--- src/rtl/b26_pkg.sv ---
// ---------------------------------------------------------------------------
// b26_pkg
// Shared types and constants for the base-26 string to integer converter.
// ---------------------------------------------------------------------------
`default_nettype none

package b26_pkg;

  // Character codes
  localparam logic [7:0] CH_UP_A = 8'h41;  // 'A'
  localparam logic [7:0] CH_UP_Z = 8'h5A;  // 'Z'
  localparam logic [7:0] CH_LO_A = 8'h61;  // 'a'
  localparam logic [7:0] CH_LO_Z = 8'h7A;  // 'z'
  localparam logic [7:0] CH_MINUS = 8'h2D; // '-'
  localparam logic [7:0] CH_PLUS = 8'h2B;  // '+'

  // Digit limits
  localparam logic [3:0] DIG_MAX_NARROW = 4'd7;
  localparam logic [3:0] DIG_MAX_WIDE = 4'd14;
  localparam logic [3:0] DIG_CNT_SAT = 4'hF;

  // Range limits
  localparam logic [63:0] LIM_S32 = 64'h0000_0000_7FFF_FFFF;
  localparam logic [63:0] LIM_U32 = 64'h0000_0000_FFFF_FFFF;
  localparam logic [63:0] LIM_S64 = 64'h7FFF_FFFF_FFFF_FFFF;
  localparam logic [63:0] LIM_U64 = 64'hFFFF_FFFF_FFFF_FFFF;

  // Place weight saturates once another x26 would wrap
  localparam logic [63:0] PW_SAT_THR = 64'hFFFF_FFFF_FFFF_FFFF / 64'd26;

  // Config register indexes
  localparam int unsigned CFG_IDX_W = 2;
  localparam logic [CFG_IDX_W-1:0] CFG_WIDE_MODE = 2'd0;
  localparam logic [CFG_IDX_W-1:0] CFG_SIGNED_MODE = 2'd1;

  // Queue between classifier and accumulator
  localparam int unsigned QDEPTH = 2;
  localparam int unsigned QPTR_W = $clog2(QDEPTH);
  localparam int unsigned QCNT_W = $clog2(QDEPTH + 1);

  typedef enum logic [1:0] {
    ST_OK = 2'd0,
    ST_INVALID = 2'd1,
    ST_OVERFLOW = 2'd2
  } status_e;

  typedef enum logic [1:0] {
    PH_TRAIL = 2'd0,
    PH_DIGITS = 2'd1,
    PH_LEAD = 2'd2,
    PH_DONE = 2'd3
  } phase_e;

  // Classified character word
  typedef struct packed {
    logic       start;
    logic       blank;
    logic       minus;
    logic       plus;
    logic       upper;
    logic       lower;
    logic [4:0] off;    // letter offset from 'A' or 'a'
  } cls_t;

  typedef struct packed {
    logic wide;
    logic sgn;
  } cfg_t;

endpackage

`default_nettype wire

--- src/rtl/base26_string_to_integer_core.sv ---
// ---------------------------------------------------------------------------
// base26_string_to_integer_core
// Converts a base-26 letter string, fed last byte first, into an integer.
// ---------------------------------------------------------------------------
// Usage:
//   Input channel (in_valid_i/in_ready_o): one string byte per word with
//   is_string_start_i marking the string's first byte. Bytes come last to
//   first. The start byte closes the conversion.
//   Output channel (out_valid_o/out_ready_i): one word per string, value_o
//   and status_o (0 ok, 1 invalid, 2 overflow). value_o is zero unless ok.
//   Config channel (cfg_valid_i/cfg_ready_o): index 0 wide_mode, index 1
//   signed_mode, data in cfg_data_i; always ready. Write only when idle.
// Timing:
//   Throughput is one byte per cycle unless a held result stalls a start byte,
//   set by the accumulator's multiply-accumulate and range compare on the magnitude register.
//   The result word is registered when the start byte, after passing the queue, is popped.
// Reset:
//   Queue empty, parser in trailing-blank phase, wide_mode=0,
//   signed_mode=1. Ready right after reset.
// Stall:
//   A held result blocks only the next start byte; other bytes keep
//   flowing through the 2-entry queue until it fills and in_ready_o drops.
// ---------------------------------------------------------------------------
`default_nettype none

module base26_string_to_integer_core import b26_pkg::*; (
  input  wire logic                 clk_i,
  input  wire logic                 rst_ni,
  // config write port
  input  wire logic                 cfg_valid_i,
  output logic                      cfg_ready_o,
  input  wire logic [CFG_IDX_W-1:0] cfg_index_i,
  input  wire logic                 cfg_data_i,
  // byte input
  input  wire logic                 in_valid_i,
  output logic                      in_ready_o,
  input  wire logic [7:0]           char_in_i,
  input  wire logic                 is_string_start_i,
  // result output
  output logic                      out_valid_o,
  input  wire logic                 out_ready_i,
  output logic [63:0]               value_o,
  output logic [1:0]                status_o
);

  cfg_t cfg_q, cfg_d;
  logic q_push, q_full, q_pop, q_valid;
  cls_t q_wdata, q_rdata;

  assign cfg_ready_o = 1'b1;

  // config registers; unknown indexes are dropped
  always_comb begin
    cfg_d = cfg_q;
    if (cfg_valid_i) begin
      case (cfg_index_i)
        CFG_WIDE_MODE:   cfg_d.wide = cfg_data_i;
        CFG_SIGNED_MODE: cfg_d.sgn  = cfg_data_i;
        default:         cfg_d = cfg_q;
      endcase
    end
  end

  always_ff @(posedge clk_i or negedge rst_ni) begin
    if (!rst_ni) begin
      cfg_q.wide <= 1'b0;
      cfg_q.sgn  <= 1'b1;
    end else begin
      cfg_q <= cfg_d;
    end
  end

  // front: accept and classify
  b26_front u_front (
    .in_valid_i        (in_valid_i),
    .in_ready_o        (in_ready_o),
    .char_in_i         (char_in_i),
    .is_string_start_i (is_string_start_i),
    .q_full_i          (q_full),
    .q_push_o          (q_push),
    .q_wdata_o         (q_wdata)
  );

  // decoupling queue
  b26_queue u_queue (
    .clk_i   (clk_i),
    .rst_ni  (rst_ni),
    .push_i  (q_push),
    .wdata_i (q_wdata),
    .full_o  (q_full),
    .pop_i   (q_pop),
    .valid_o (q_valid),
    .rdata_o (q_rdata)
  );

  // back: parse, accumulate, hold result
  b26_back u_back (
    .clk_i       (clk_i),
    .rst_ni      (rst_ni),
    .cfg_i       (cfg_q),
    .q_valid_i   (q_valid),
    .q_rdata_i   (q_rdata),
    .q_pop_o     (q_pop),
    .out_valid_o (out_valid_o),
    .out_ready_i (out_ready_i),
    .value_o     (value_o),
    .status_o    (status_o)
  );

endmodule

`default_nettype wire

--- src/rtl/b26_front.sv ---
// ---------------------------------------------------------------------------
// b26_front
// Input side: accepts string bytes and classifies each one.
// ---------------------------------------------------------------------------
`default_nettype none

module b26_front import b26_pkg::*; (
  input  wire logic       in_valid_i,
  output logic            in_ready_o,
  input  wire logic [7:0] char_in_i,
  input  wire logic       is_string_start_i,
  input  wire logic       q_full_i,
  output logic            q_push_o,
  output cls_t            q_wdata_o
);

  logic [7:0] up_diff;
  logic [7:0] lo_diff;
  logic       is_up;

  assign in_ready_o = !q_full_i;
  assign q_push_o   = in_valid_i && !q_full_i;

  assign up_diff = char_in_i - CH_UP_A;
  assign lo_diff = char_in_i - CH_LO_A;
  assign is_up   = char_in_i inside {[CH_UP_A:CH_UP_Z]};

  always_comb begin
    q_wdata_o.start = is_string_start_i;
    q_wdata_o.blank = char_in_i inside {8'h20, 8'h09, 8'h0A, 8'h0D, 8'h0B, 8'h0C};
    q_wdata_o.minus = (char_in_i == CH_MINUS);
    q_wdata_o.plus  = (char_in_i == CH_PLUS);
    q_wdata_o.upper = is_up;
    q_wdata_o.lower = char_in_i inside {[CH_LO_A:CH_LO_Z]};
    q_wdata_o.off   = is_up ? up_diff[4:0] : lo_diff[4:0];
  end

endmodule

`default_nettype wire

--- src/rtl/b26_queue.sv ---
// ---------------------------------------------------------------------------
// b26_queue
// Short FIFO of classified words between classifier and accumulator.
// ---------------------------------------------------------------------------
`default_nettype none

module b26_queue import b26_pkg::*; (
  input  wire logic clk_i,
  input  wire logic rst_ni,
  input  wire logic push_i,
  input  cls_t      wdata_i,
  output logic      full_o,
  input  wire logic pop_i,
  output logic      valid_o,
  output cls_t      rdata_o
);

  cls_t              mem_q [QDEPTH];
  logic [QPTR_W-1:0] wr_ptr_q, wr_ptr_d;
  logic [QPTR_W-1:0] rd_ptr_q, rd_ptr_d;
  logic [QCNT_W-1:0] cnt_q, cnt_d;

  assign full_o  = (cnt_q == QCNT_W'(QDEPTH));
  assign valid_o = (cnt_q != '0);
  assign rdata_o = mem_q[rd_ptr_q];

  // pointer wrap works for any depth
  always_comb begin
    wr_ptr_d = wr_ptr_q;
    rd_ptr_d = rd_ptr_q;
    cnt_d    = cnt_q;
    if (push_i) begin
      wr_ptr_d = (wr_ptr_q == QPTR_W'(QDEPTH - 1)) ? '0 : wr_ptr_q + 1'b1;
    end
    if (pop_i) begin
      rd_ptr_d = (rd_ptr_q == QPTR_W'(QDEPTH - 1)) ? '0 : rd_ptr_q + 1'b1;
    end
    if (push_i && !pop_i) begin
      cnt_d = cnt_q + 1'b1;
    end else if (pop_i && !push_i) begin
      cnt_d = cnt_q - 1'b1;
    end
  end

  always_ff @(posedge clk_i or negedge rst_ni) begin
    if (!rst_ni) begin
      wr_ptr_q <= '0;
      rd_ptr_q <= '0;
      cnt_q    <= '0;
    end else begin
      wr_ptr_q <= wr_ptr_d;
      rd_ptr_q <= rd_ptr_d;
      cnt_q    <= cnt_d;
    end
  end

  always_ff @(posedge clk_i) begin
    if (push_i) begin
      mem_q[wr_ptr_q] <= wdata_i;
    end
  end

endmodule

`default_nettype wire

--- src/rtl/b26_back.sv ---
// ---------------------------------------------------------------------------
// b26_back
// Accumulator: runs the parse state machine, base-26 multiply-accumulate,
// range checks, and holds the result word until it is taken.
// ---------------------------------------------------------------------------
`default_nettype none

module b26_back import b26_pkg::*; (
  input  wire logic        clk_i,
  input  wire logic        rst_ni,
  input  cfg_t             cfg_i,
  input  wire logic        q_valid_i,
  input  cls_t             q_rdata_i,
  output logic             q_pop_o,
  output logic             out_valid_o,
  input  wire logic        out_ready_i,
  output logic [63:0]      value_o,
  output logic [1:0]       status_o
);

  phase_e      phase_q, phase_d, step_phase, dig_phase;
  logic        upper_q, upper_d;
  logic [3:0]  cnt_q, cnt_d, cnt_inc, dig_cnt, maxdig;
  logic [63:0] mag_q, mag_d, dig_mag;
  logic [63:0] pw_q, pw_d, dig_pw, pw_next, pw_mul;
  status_e     err_q, err_d, dig_err, step_err, res_status;
  logic        neg_q, neg_d, dig_neg, step_neg;
  logic        step_upper;
  logic [3:0]  step_cnt;
  logic [63:0] step_mag, step_pw;

  logic        out_valid_q, out_valid_d;
  logic [63:0] out_mag_q, out_mag_d;
  logic        out_neg_q, out_neg_d;
  logic        out_wide_q, out_wide_d;
  status_e     out_status_q, out_status_d;

  cls_t        w;
  logic        up_eff, digit_ok, d_nz, range_ovf, take;
  logic [63:0] lim;
  logic [68:0] prod;
  logic [69:0] sum;
  logic [63:0] neg_val;

  assign w = q_rdata_i;

  // a start word needs the result slot free or draining
  assign q_pop_o = q_valid_i && (!w.start || !out_valid_q || out_ready_i);

  always_comb begin
    case ({cfg_i.wide, cfg_i.sgn})
      2'b11:   lim = LIM_S64;
      2'b10:   lim = LIM_U64;
      2'b01:   lim = LIM_S32;
      default: lim = LIM_U32;
    endcase
  end

  assign maxdig   = cfg_i.wide ? DIG_MAX_WIDE : DIG_MAX_NARROW;
  assign up_eff   = (phase_q == PH_TRAIL) ? w.upper : upper_q;
  assign digit_ok = up_eff ? w.upper : w.lower;
  assign cnt_inc  = (cnt_q == DIG_CNT_SAT) ? cnt_q : cnt_q + 1'b1;
  assign d_nz     = (w.off != '0);
  assign prod     = 69'(pw_q) * 69'(w.off);
  assign sum      = 70'(mag_q) + 70'(prod);
  assign range_ovf = (mag_q > lim) || (pw_q > lim) || (sum > 70'(lim));
  assign pw_mul   = (pw_q << 4) + (pw_q << 3) + (pw_q << 1);
  assign pw_next  = (pw_q > PW_SAT_THR) ? '1 : pw_mul;
  assign take     = ((phase_q == PH_TRAIL) && !w.blank) || (phase_q == PH_DIGITS);

  // digit byte handling
  always_comb begin
    dig_phase = PH_DIGITS;
    dig_err   = err_q;
    dig_neg   = neg_q;
    dig_mag   = mag_q;
    dig_pw    = pw_q;
    dig_cnt   = cnt_q;
    if (w.minus) begin
      dig_neg   = 1'b1;
      dig_phase = PH_DONE;
    end else if (w.plus) begin
      dig_phase = PH_DONE;
    end else if (w.blank) begin
      dig_phase = PH_LEAD;
    end else if (!digit_ok) begin
      dig_err   = ST_INVALID;
      dig_phase = PH_DONE;
    end else begin
      dig_cnt = cnt_inc;
      if ((cnt_inc > maxdig) && d_nz) begin
        dig_err   = ST_OVERFLOW;
        dig_phase = PH_DONE;
      end else if (d_nz && range_ovf) begin
        dig_err   = ST_OVERFLOW;
        dig_phase = PH_DONE;
      end else begin
        dig_mag = sum[63:0];
        dig_pw  = pw_next;
      end
    end
  end

  // next state
  always_comb begin
    step_phase = phase_q;
    case (phase_q)
      PH_TRAIL:  if (!w.blank) step_phase = dig_phase;
      PH_DIGITS: step_phase = dig_phase;
      PH_LEAD:   if (!w.blank) step_phase = PH_DONE;
      PH_DONE:   step_phase = PH_DONE;
      default:   step_phase = phase_q;
    endcase
    phase_d = phase_q;
    if (q_pop_o) begin
      phase_d = w.start ? PH_TRAIL : step_phase;
    end
  end

  // datapath and result
  always_comb begin
    step_upper = (phase_q == PH_TRAIL && !w.blank) ? w.upper : upper_q;
    step_cnt   = take ? dig_cnt : cnt_q;
    step_mag   = take ? dig_mag : mag_q;
    step_pw    = take ? dig_pw : pw_q;
    step_err   = take ? dig_err : err_q;
    step_neg   = take ? dig_neg : neg_q;
    if ((phase_q == PH_LEAD) && !w.blank && w.minus) begin
      step_neg = 1'b1;
    end

    upper_d = upper_q;
    cnt_d   = cnt_q;
    mag_d   = mag_q;
    pw_d    = pw_q;
    err_d   = err_q;
    neg_d   = neg_q;
    if (q_pop_o) begin
      if (w.start) begin
        upper_d = 1'b0;
        cnt_d   = '0;
        mag_d   = '0;
        pw_d    = 64'd1;
        err_d   = ST_OK;
        neg_d   = 1'b0;
      end else begin
        upper_d = step_upper;
        cnt_d   = step_cnt;
        mag_d   = step_mag;
        pw_d    = step_pw;
        err_d   = step_err;
        neg_d   = step_neg;
      end
    end

    res_status   = (step_phase == PH_TRAIL) ? ST_INVALID : step_err;
    out_valid_d  = out_valid_q && !out_ready_i;
    out_mag_d    = out_mag_q;
    out_neg_d    = out_neg_q;
    out_wide_d   = out_wide_q;
    out_status_d = out_status_q;
    if (q_pop_o && w.start) begin
      out_valid_d  = 1'b1;
      out_mag_d    = (res_status == ST_OK) ? step_mag : '0;
      out_neg_d    = step_neg;
      out_wide_d   = cfg_i.wide;
      out_status_d = res_status;
    end
  end

  // negate on the held word, keeps it off the accumulate path
  assign neg_val     = out_neg_q ? (64'd0 - out_mag_q) : out_mag_q;
  assign value_o     = out_wide_q ? neg_val : {32'd0, neg_val[31:0]};
  assign status_o    = out_status_q;
  assign out_valid_o = out_valid_q;

  always_ff @(posedge clk_i or negedge rst_ni) begin
    if (!rst_ni) begin
      phase_q     <= PH_TRAIL;
      upper_q     <= 1'b0;
      cnt_q       <= '0;
      mag_q       <= '0;
      pw_q        <= 64'd1;
      err_q       <= ST_OK;
      neg_q       <= 1'b0;
      out_valid_q <= 1'b0;
    end else begin
      phase_q     <= phase_d;
      upper_q     <= upper_d;
      cnt_q       <= cnt_d;
      mag_q       <= mag_d;
      pw_q        <= pw_d;
      err_q       <= err_d;
      neg_q       <= neg_d;
      out_valid_q <= out_valid_d;
    end
  end

  always_ff @(posedge clk_i) begin
    out_mag_q    <= out_mag_d;
    out_neg_q    <= out_neg_d;
    out_wide_q   <= out_wide_d;
    out_status_q <= out_status_d;
  end

endmodule

`default_nettype wire
--- config.mk ---
export PLATFORM = sky130hd
export DESIGN_NAME = base26_string_to_integer_core
export DESIGN_NICKNAME = d
export VERILOG_FILES = /design/src/rtl/b26_pkg.sv /design/src/rtl/base26_string_to_integer_core.sv /design/src/rtl/b26_front.sv /design/src/rtl/b26_queue.sv /design/src/rtl/b26_back.sv
export SDC_FILE = /design/constraint.sdc
export NUM_CORES = 2
export LEC_CHECK = 0
export BUFFER_PORTS_ARGS = -buffer_cell sky130_fd_sc_hd__buf_2
export CAP_MARGIN = 40
export CORE_UTILIZATION = 55
export DETAILED_ROUTE_END_ITERATION = 16
export PLACE_DENSITY_LB_ADDON = 0.05
export SYNTH_ARGS = -nofsm -noshare
export SYNTH_HDL_FRONTEND = slang
export SYNTH_SLANG_ARGS = --single-unit
--- constraint.sdc ---
create_clock -name clk_i -period 8.9 [get_ports clk_i]
set_input_delay 0 -clock clk_i [delete_from_list [all_inputs] [get_ports clk_i]]
set_output_delay 0 -clock clk_i [all_outputs]
set_load 0.02 [all_outputs]
# Yosys cells after proc, flatten, opt, wreduce, memory -nomap -nowiden
# Memory sizes are Yosys's and may differ from the RTL's.
# Index checks and enable logic that the tools add are counted.
# word_totals
register_bits	213
ram_bits	22
inputBits	17
output_inout_bits	69
elab_cells	165
n_memories	1
# memory_table
memory	words	width	read_ports	rd_clocked_by_memory_dff	wr	line	source
u_queue.mem_q	2	11	1	0	1	b26_queue.sv:18	cls_t mem_q [QDEPTH];
# op_classes
add_sub_neg	11
mul	1
order_cmp	9
eq_ne	22
mux	63
reduce_logical	41
# ops
op	n
$mux 64	19
$pmux 64 s3	1
$add 64x64->64	2
$gt 64x64->1	2
$add 64x69->70	1
$gt 70x64->1	1
$mul 64x5->69	1
$gt 64x60->1 const B	1
$sub 1x64->64 const A	1
$eq 8x4->1 const B	5
$mux 2	20
$mux 4	8
$eq 8x6->1 const B	3
$ge 8x7->1 const B	2
$le 8x7->1 const B	2
$logic_and 1x1->1	13
$mux 1	13
$eq 2x2->1 const B	5
$reduce_bool 2->1	5
$sub 5x1->5 const B	2
$logic_not 2->1	4
$ne 2x1->1 const B	4
$pmux 2 s4	1
$reduce_and 8->1	1
15 further kinds	30

# Logic depth before layout (Yosys ltp)
# depth
ltp_word	17
depth_mapped	38
depth_no_buf	32

# Modules after synthesis
# A second synthesis with hierarchy kept.
# hier_totals
cells_unflattened	3584
area_unflattened_um2	32053.2
# by_module_without_submodules
module	instances	cells_per_inst	area_per_inst_um2	seq_area_each_um2
b26_back	1	3489	30634.4	5521.5
b26_queue	1	50	1018.5	760.7
b26_front	1	37	300.3	0.0
base26_string_to_integer_core	1	8	100.1	51.3

# Worst setup path after synthesis
# No wires, ideal clock.
# synth_timing
path_type	flip-flop to flip-flop
startpoint	register u_queue.rd_ptr_q
endpoint	register u_back.out_mag_q[51] (data pin)
setup_time_ns	0.131
arrival_ns	8.991
required_ns	8.769
setup_slack_ns	-0.222
stages_incl_launch_ff	36
n_path_buf	4
period_less_slack_ns	9.122
path_cell_list	dfrtp_1 > clkbuf_1 > buf_1 > mux2i_1 > clkbuf_1 > nor2_1 > fa_1 > inv_1 > fa_1 > fa_1 > inv_1 > ha_1 > a21oi_1 > o21ai_0 > a221oi_1 > o21ai_0 > a211oi_1 > a21oi_1 > o21ai_1 > nor2_1 > a21o_1 > a21o_1 > xor2_1 > ha_1 > nand4_1 > or3_1 > and3b_1 > and4_1 > and4_1 > nand4_1 > nor4_1 > a41oi_1 > nand4bb_1 > a2111oi_4 > buf_2 > a22o_1
# synth_between
elab_chain_len	17
elab_cells_between_ends	39
classes_between	add/sub (1); mul (1); order compare (1); mux (26); reduce/logical (9); memory (1)
# synth_rtl
element	line	source
from (decl)	b26_queue.sv:20	logic [QPTR_W-1:0] rd_ptr_q, rd_ptr_d;
from (signal assigned)	b26_queue.sv:52	rd_ptr_q <= rd_ptr_d;
$mem_v2 2x11 (*)	--	
$mul 64x5->69	b26_back.sv:64	assign prod = 69'(pw_q) * 69'(w.off);
$add 64x69->70	b26_back.sv:65	assign sum = 70'(mag_q) + 70'(prod);
$gt 70x64->1	b26_back.sv:66	assign range_ovf = (mag_q > lim) || (pw_q > lim) || (sum > 70'(lim));
$logic_or 1x1->1	b26_back.sv:66	
$logic_and 1x1->1	b26_back.sv:94	end else if (d_nz && range_ovf) begin
$mux 2	b26_back.sv:94	
$mux 2	b26_back.sv:91	if ((cnt_inc > maxdig) && d_nz) begin
$mux 2	b26_back.sv:86	end else if (!digit_ok) begin
$mux 2	b26_back.sv:84	end else if (w.blank) begin
$mux 2	b26_back.sv:82	end else if (w.plus) begin
$mux 2	b26_back.sv:79	if (w.minus) begin
$mux 2	b26_back.sv:108	PH_TRAIL: if (!w.blank) step_phase = dig_phase;
$pmux 2 s4	b26_back.sv:107	case (phase_q)
$logic_not 2->1	b26_back.sv:156	res_status = (step_phase == PH_TRAIL) ? ST_INVALID : step_err;
$mux 2	b26_back.sv:156	
$logic_not 2->1	b26_back.sv:164	out_mag_d = (res_status == ST_OK) ? step_mag : '0;
to (signal assigned)	b26_back.sv:200	out_mag_q <= out_mag_d;
to (decl)	b26_back.sv:33	logic [63:0] out_mag_q, out_mag_d;
# Mark *: on every way between the ends. The rest lies on a longest branch, timed or not.
# A chain may end at the register's enable or synchronous reset.

# Final worst setup path
# layout_timing
startpoint	register u_queue.rd_ptr_q
endpoint	register u_back.out_mag_q[39] (data pin)
# The elaborated chain is that of the path after synthesis.

==> key figures <==
Global routing
  • Total grt overflow: 0
  • First-pass GRT wire length: ~140,000 um
  • Vias in the first global route: 25,700
  • Total track usage: approximately a third
  • Antenna violations before repair: 1
  • Largest net degree at the start of global routing: 68

Critical path
  • Crit path max-delay family: compound AO/OA/AOI/OAI gates
  • Arrival @ worst endpoint: 9.10 ns
  • Crit-path max FO: 16
  • Reg2reg start: u_queue.rd_ptr_q
  • Critical path type: flop to flop
  • CP Data Required Time: between 9 and 10 ns
  • Critical path's slowest cell: fa_1
  • Startpoint Class: flop
  • R2R depth: 35
  • WP buf/inv: 6
  • Crit path top cell by count: a21o_1
  • Crit Reg-Reg Endpoint: u_back.out_mag_q[39]
  • R2R Setup Slk: 0.24 ns
  • Worst path max stage delay: 0.54 ns
  • CP endpoint kind: flop

Min path
  • Type of the worst min-delay path: primary input to flop
  • Worst hold start: is_string_start_i
  • Hold Crit Depth: 2
  • End point of the worst hold path: u_queue.mem_q[1][10]

Drt
  • First drt pass iteration count: 5
  • DR vias: 25,800
  • Initial DRC count: 1,995
  • Post-DR vias/cell: 5.98
  • Final wirelength: 90,700 um
  • Final ANT Viol Nets: 0
  • Post-DR wirelength/cell: 21.1 um
  • Drc violations: 0

Synth
  • Synth Net Count: between 3,000 and 4,000
  • Synthesized area: 30,700 um2
  • Adder-cell area share of the yosys netlist: 32.4%
  • Async SR Flop Fraction: 61.7%
  • Flops & latches, synth: 235
  • Cell variety after synth: 84
  • Synth Area in XOR/XNOR: about 5.2%
  • Sequential area share after synthesis: 20.7%
  • Synth Flop Type: dfrtp_1
  • Post-synth EDFFs: 90
  • Synth Warn #: 0
  • Largest family of logic cells by synthesized area: adder cells
  • Mux contribution to synthesized area: 0.718%
  • Synth Area in Compound Gates: around 18%
  • Synth Instances: 3,363
  • Syn Area/Cell: roughly 9.1 um2
  • Synth Area in Simple Gates: roughly 17%

Die
  • Die Y: ~240 um
  • Total core area: 55,100 um2
  • Initial Util: 55.7%
  • Die area: approximately 57,000 um2
  • I/O pin cnt: 86
  • Die width: 238 um
  • # rows: 86

Timing
  • Slew Limit Fails: 0
  • Final Skew: approximately 0.030 ns
  • Final Setup Violations: 0
  • Fin Setup TNS: 0 ns
  • Slew @ Worst Pin: 0.827 ns
  • Worst Hold Margin: 0.126 ns
  • Tmin final: slightly below 9 ns
  • Highest Clock Rate: 116 MHz
  • Final Hold Fails: 0
  • Final worst-path cycle share: 97.3%
  • Final Worst Setup Slack: about 0.24 ns
  • Worst rel slew slack: roughly 45%

Layout
  • Fillcell total: 4,706
  • Most frequent cells in the layout: inv_1 (364), fa_1 (310), nor2_1 (299), ha_1 (299), nand2_1 (232)
  • Number of nets in the layout: 4,163
  • Finished Core Util: approximately 62%
  • Finished Cell Area: between 30,000 and 40,000 um2
  • Diode count: 0
  • Most common cell after layout, fill and taps aside: inv_1
  • Area growth, synth to finish: 12.3%
  • Fin cells: 4,306
  • Layout cells sized above 1: 10.3%

Power
  • Leak: ~17 nW
  • Peak supply drop: 0.378 mV
  • PwrDens: 170 nW/um2
  • Tot Pwr: approximately 5.9 mW

Place
  • PortBufs: 84
  • Worst slack, placed: -0.208 ns
  • Placed cell count: ~4,200
  • Detailed placement HPWL: 72,300 um
  • Placer Congestion: 0.949
  • Area after DPL: 32,900 um2

CTS
  • Root Buffer: clkbuf_16
  • Reg clk slew, reported paths: 0.06 ns
  • # clock sinks: approximately 240
  • CTS Buf Count: 27
  • CTS tree: built
  • Clk buf depth: 3
  • Htree depth: 1
  • Worst-Skew Late Latency: 0.60 ns

Status
  • Status: complete, no violations

Job
  • Max cap viols: 0
[Yosys cell counts, types with 8 or more instances]
library cell | n | share of area, %
nor2b_1 | 23 | 0.47
o2bb2ai_1 | 57 | 1.6
and3_1 | 21 | 0.43
nor4_1 | 19 | 0.39
a21boi_0 | 11 | 0.27
mux2i_1 | 13 | 0.42
mux2_2 | 8 | 0.29
nand3_1 | 57 | 0.93
o211ai_1 | 14 | 0.34
fa_1 | 310 | 20
a31oi_1 | 15 | 0.31
dfrtp_1 | 143 | 12
ha_1 | 299 | 12
nand4_1 | 66 | 1.3
a21o_1 | 79 | 1.9
buf_1 | 12 | 0.15
nor3_1 | 37 | 0.60
and2_1 | 175 | 3.6
o41ai_1 | 9 | 0.26
xnor2_1 | 138 | 3.9
nand2b_1 | 15 | 0.31
clkbuf_1 | 106 | 1.3
a22o_1 | 134 | 3.8
or4_1 | 12 | 0.29
o21ai_0 | 136 | 2.2
edfxtp_1 | 90 | 8.8
inv_1 | 366 | 4.5
xor2_1 | 44 | 1.3
a211oi_1 | 26 | 0.64
nor2_1 | 301 | 3.7
and4_1 | 10 | 0.29
or3_1 | 14 | 0.29
nand2_1 | 232 | 2.8
nand3b_1 | 8 | 0.20
a21oi_1 | 180 | 2.9
o21a_1 | 17 | 0.42
o21bai_1 | 23 | 0.56
o31ai_1 | 27 | 0.66
[logic make-up (layout without fill, tap and decap cells)]
family / Yosys count / after routing
multiplexers: 21 / 21
adder cells (fa/ha/maj): 609 / 609
XOR/XNOR: 182 / 182
AND/OR/NAND/NOR: 1017 / 1017
flip-flops: 235 / 235
other: 1 / 1
buffers and inverters: 492 / 687
AO/OA/AOI/OAI: 806 / 806
[area by class of cell]
cell class	count	area (um2)	share of cell area (%)
sequential	235	6330	18.4
clock inverter	14	124	0.360
tap	748	936	2.72
timing repair buffer	271	2200	6.39
clock buffer	36	709	2.06
multi-input combinational	2636	22700	66.1
inverter	366	1370	3.99
[report_power, final]
group	total [mW]	switching, mW	internal [mW]
sequential	1.70	0.271	1.43
clock	1.08	0.487	0.595
combinational	3.07	1.96	1.11
total	5.86	2.72	3.13
[how the worst max path moves through the flow]
stage	start	to	slack (ns)	depth (start not counted)
3_5_place_dp	u_queue.rd_ptr_q	u_back.out_mag_q[12]	-0.21	34
2_1_floorplan	u_queue.rd_ptr_q	u_back.out_mag_q[51]	0.05	35
3_3_place_gp	u_queue.rd_ptr_q	u_back.out_mag_q[5]	0.04	31
6_report	u_queue.rd_ptr_q	u_back.out_mag_q[39]	0.24	35
5_1_grt	u_queue.rd_ptr_q	u_back.out_mag_q[39]	-0.0007	35
4_1_cts	u_queue.rd_ptr_q	u_back.out_mag_q[41]	0.007	35
[flip-flops by register name, summed over array words and instances (netlist names), 2 cells and up]
name and count:
u_back.err_q 2, u_back.status_o 2, u_back.out_mag_q 64, cfg_q 2, u_back.mag_q 64, u_queue.cnt_q 2
u_back.pw_q 64, u_back.cnt_q 4, u_back.phase_q 2, u_queue.mem_q 22
[repair_timing]
item / CTS / global route
pin swaps: 2 / 8
gates cloned: 1 / 5
hold buffers: 24 / 0
gates resized for setup: 23 / 31
setup buffers: 2 / 2
hold endpoints to repair: 170 / 0
setup endpoints to repair: 192 / 193
[layer usage]
metal | vias to the layer above | track usage, % | part of all wire (%) | wire, um
met2 | 853 | 47.8 | 43 | 39000
met5 | - | 0 | 0.012 | 11
met3 | 125 | 6.20 | 8.0 | 7230
met4 | 2 | 7.81 | 2.4 | 2150
met1 | 12700 | 47.6 | 47 | 42300
li1 | 12000 | - | - | -
Note: power is estimated with default switching activity, not from simulation.
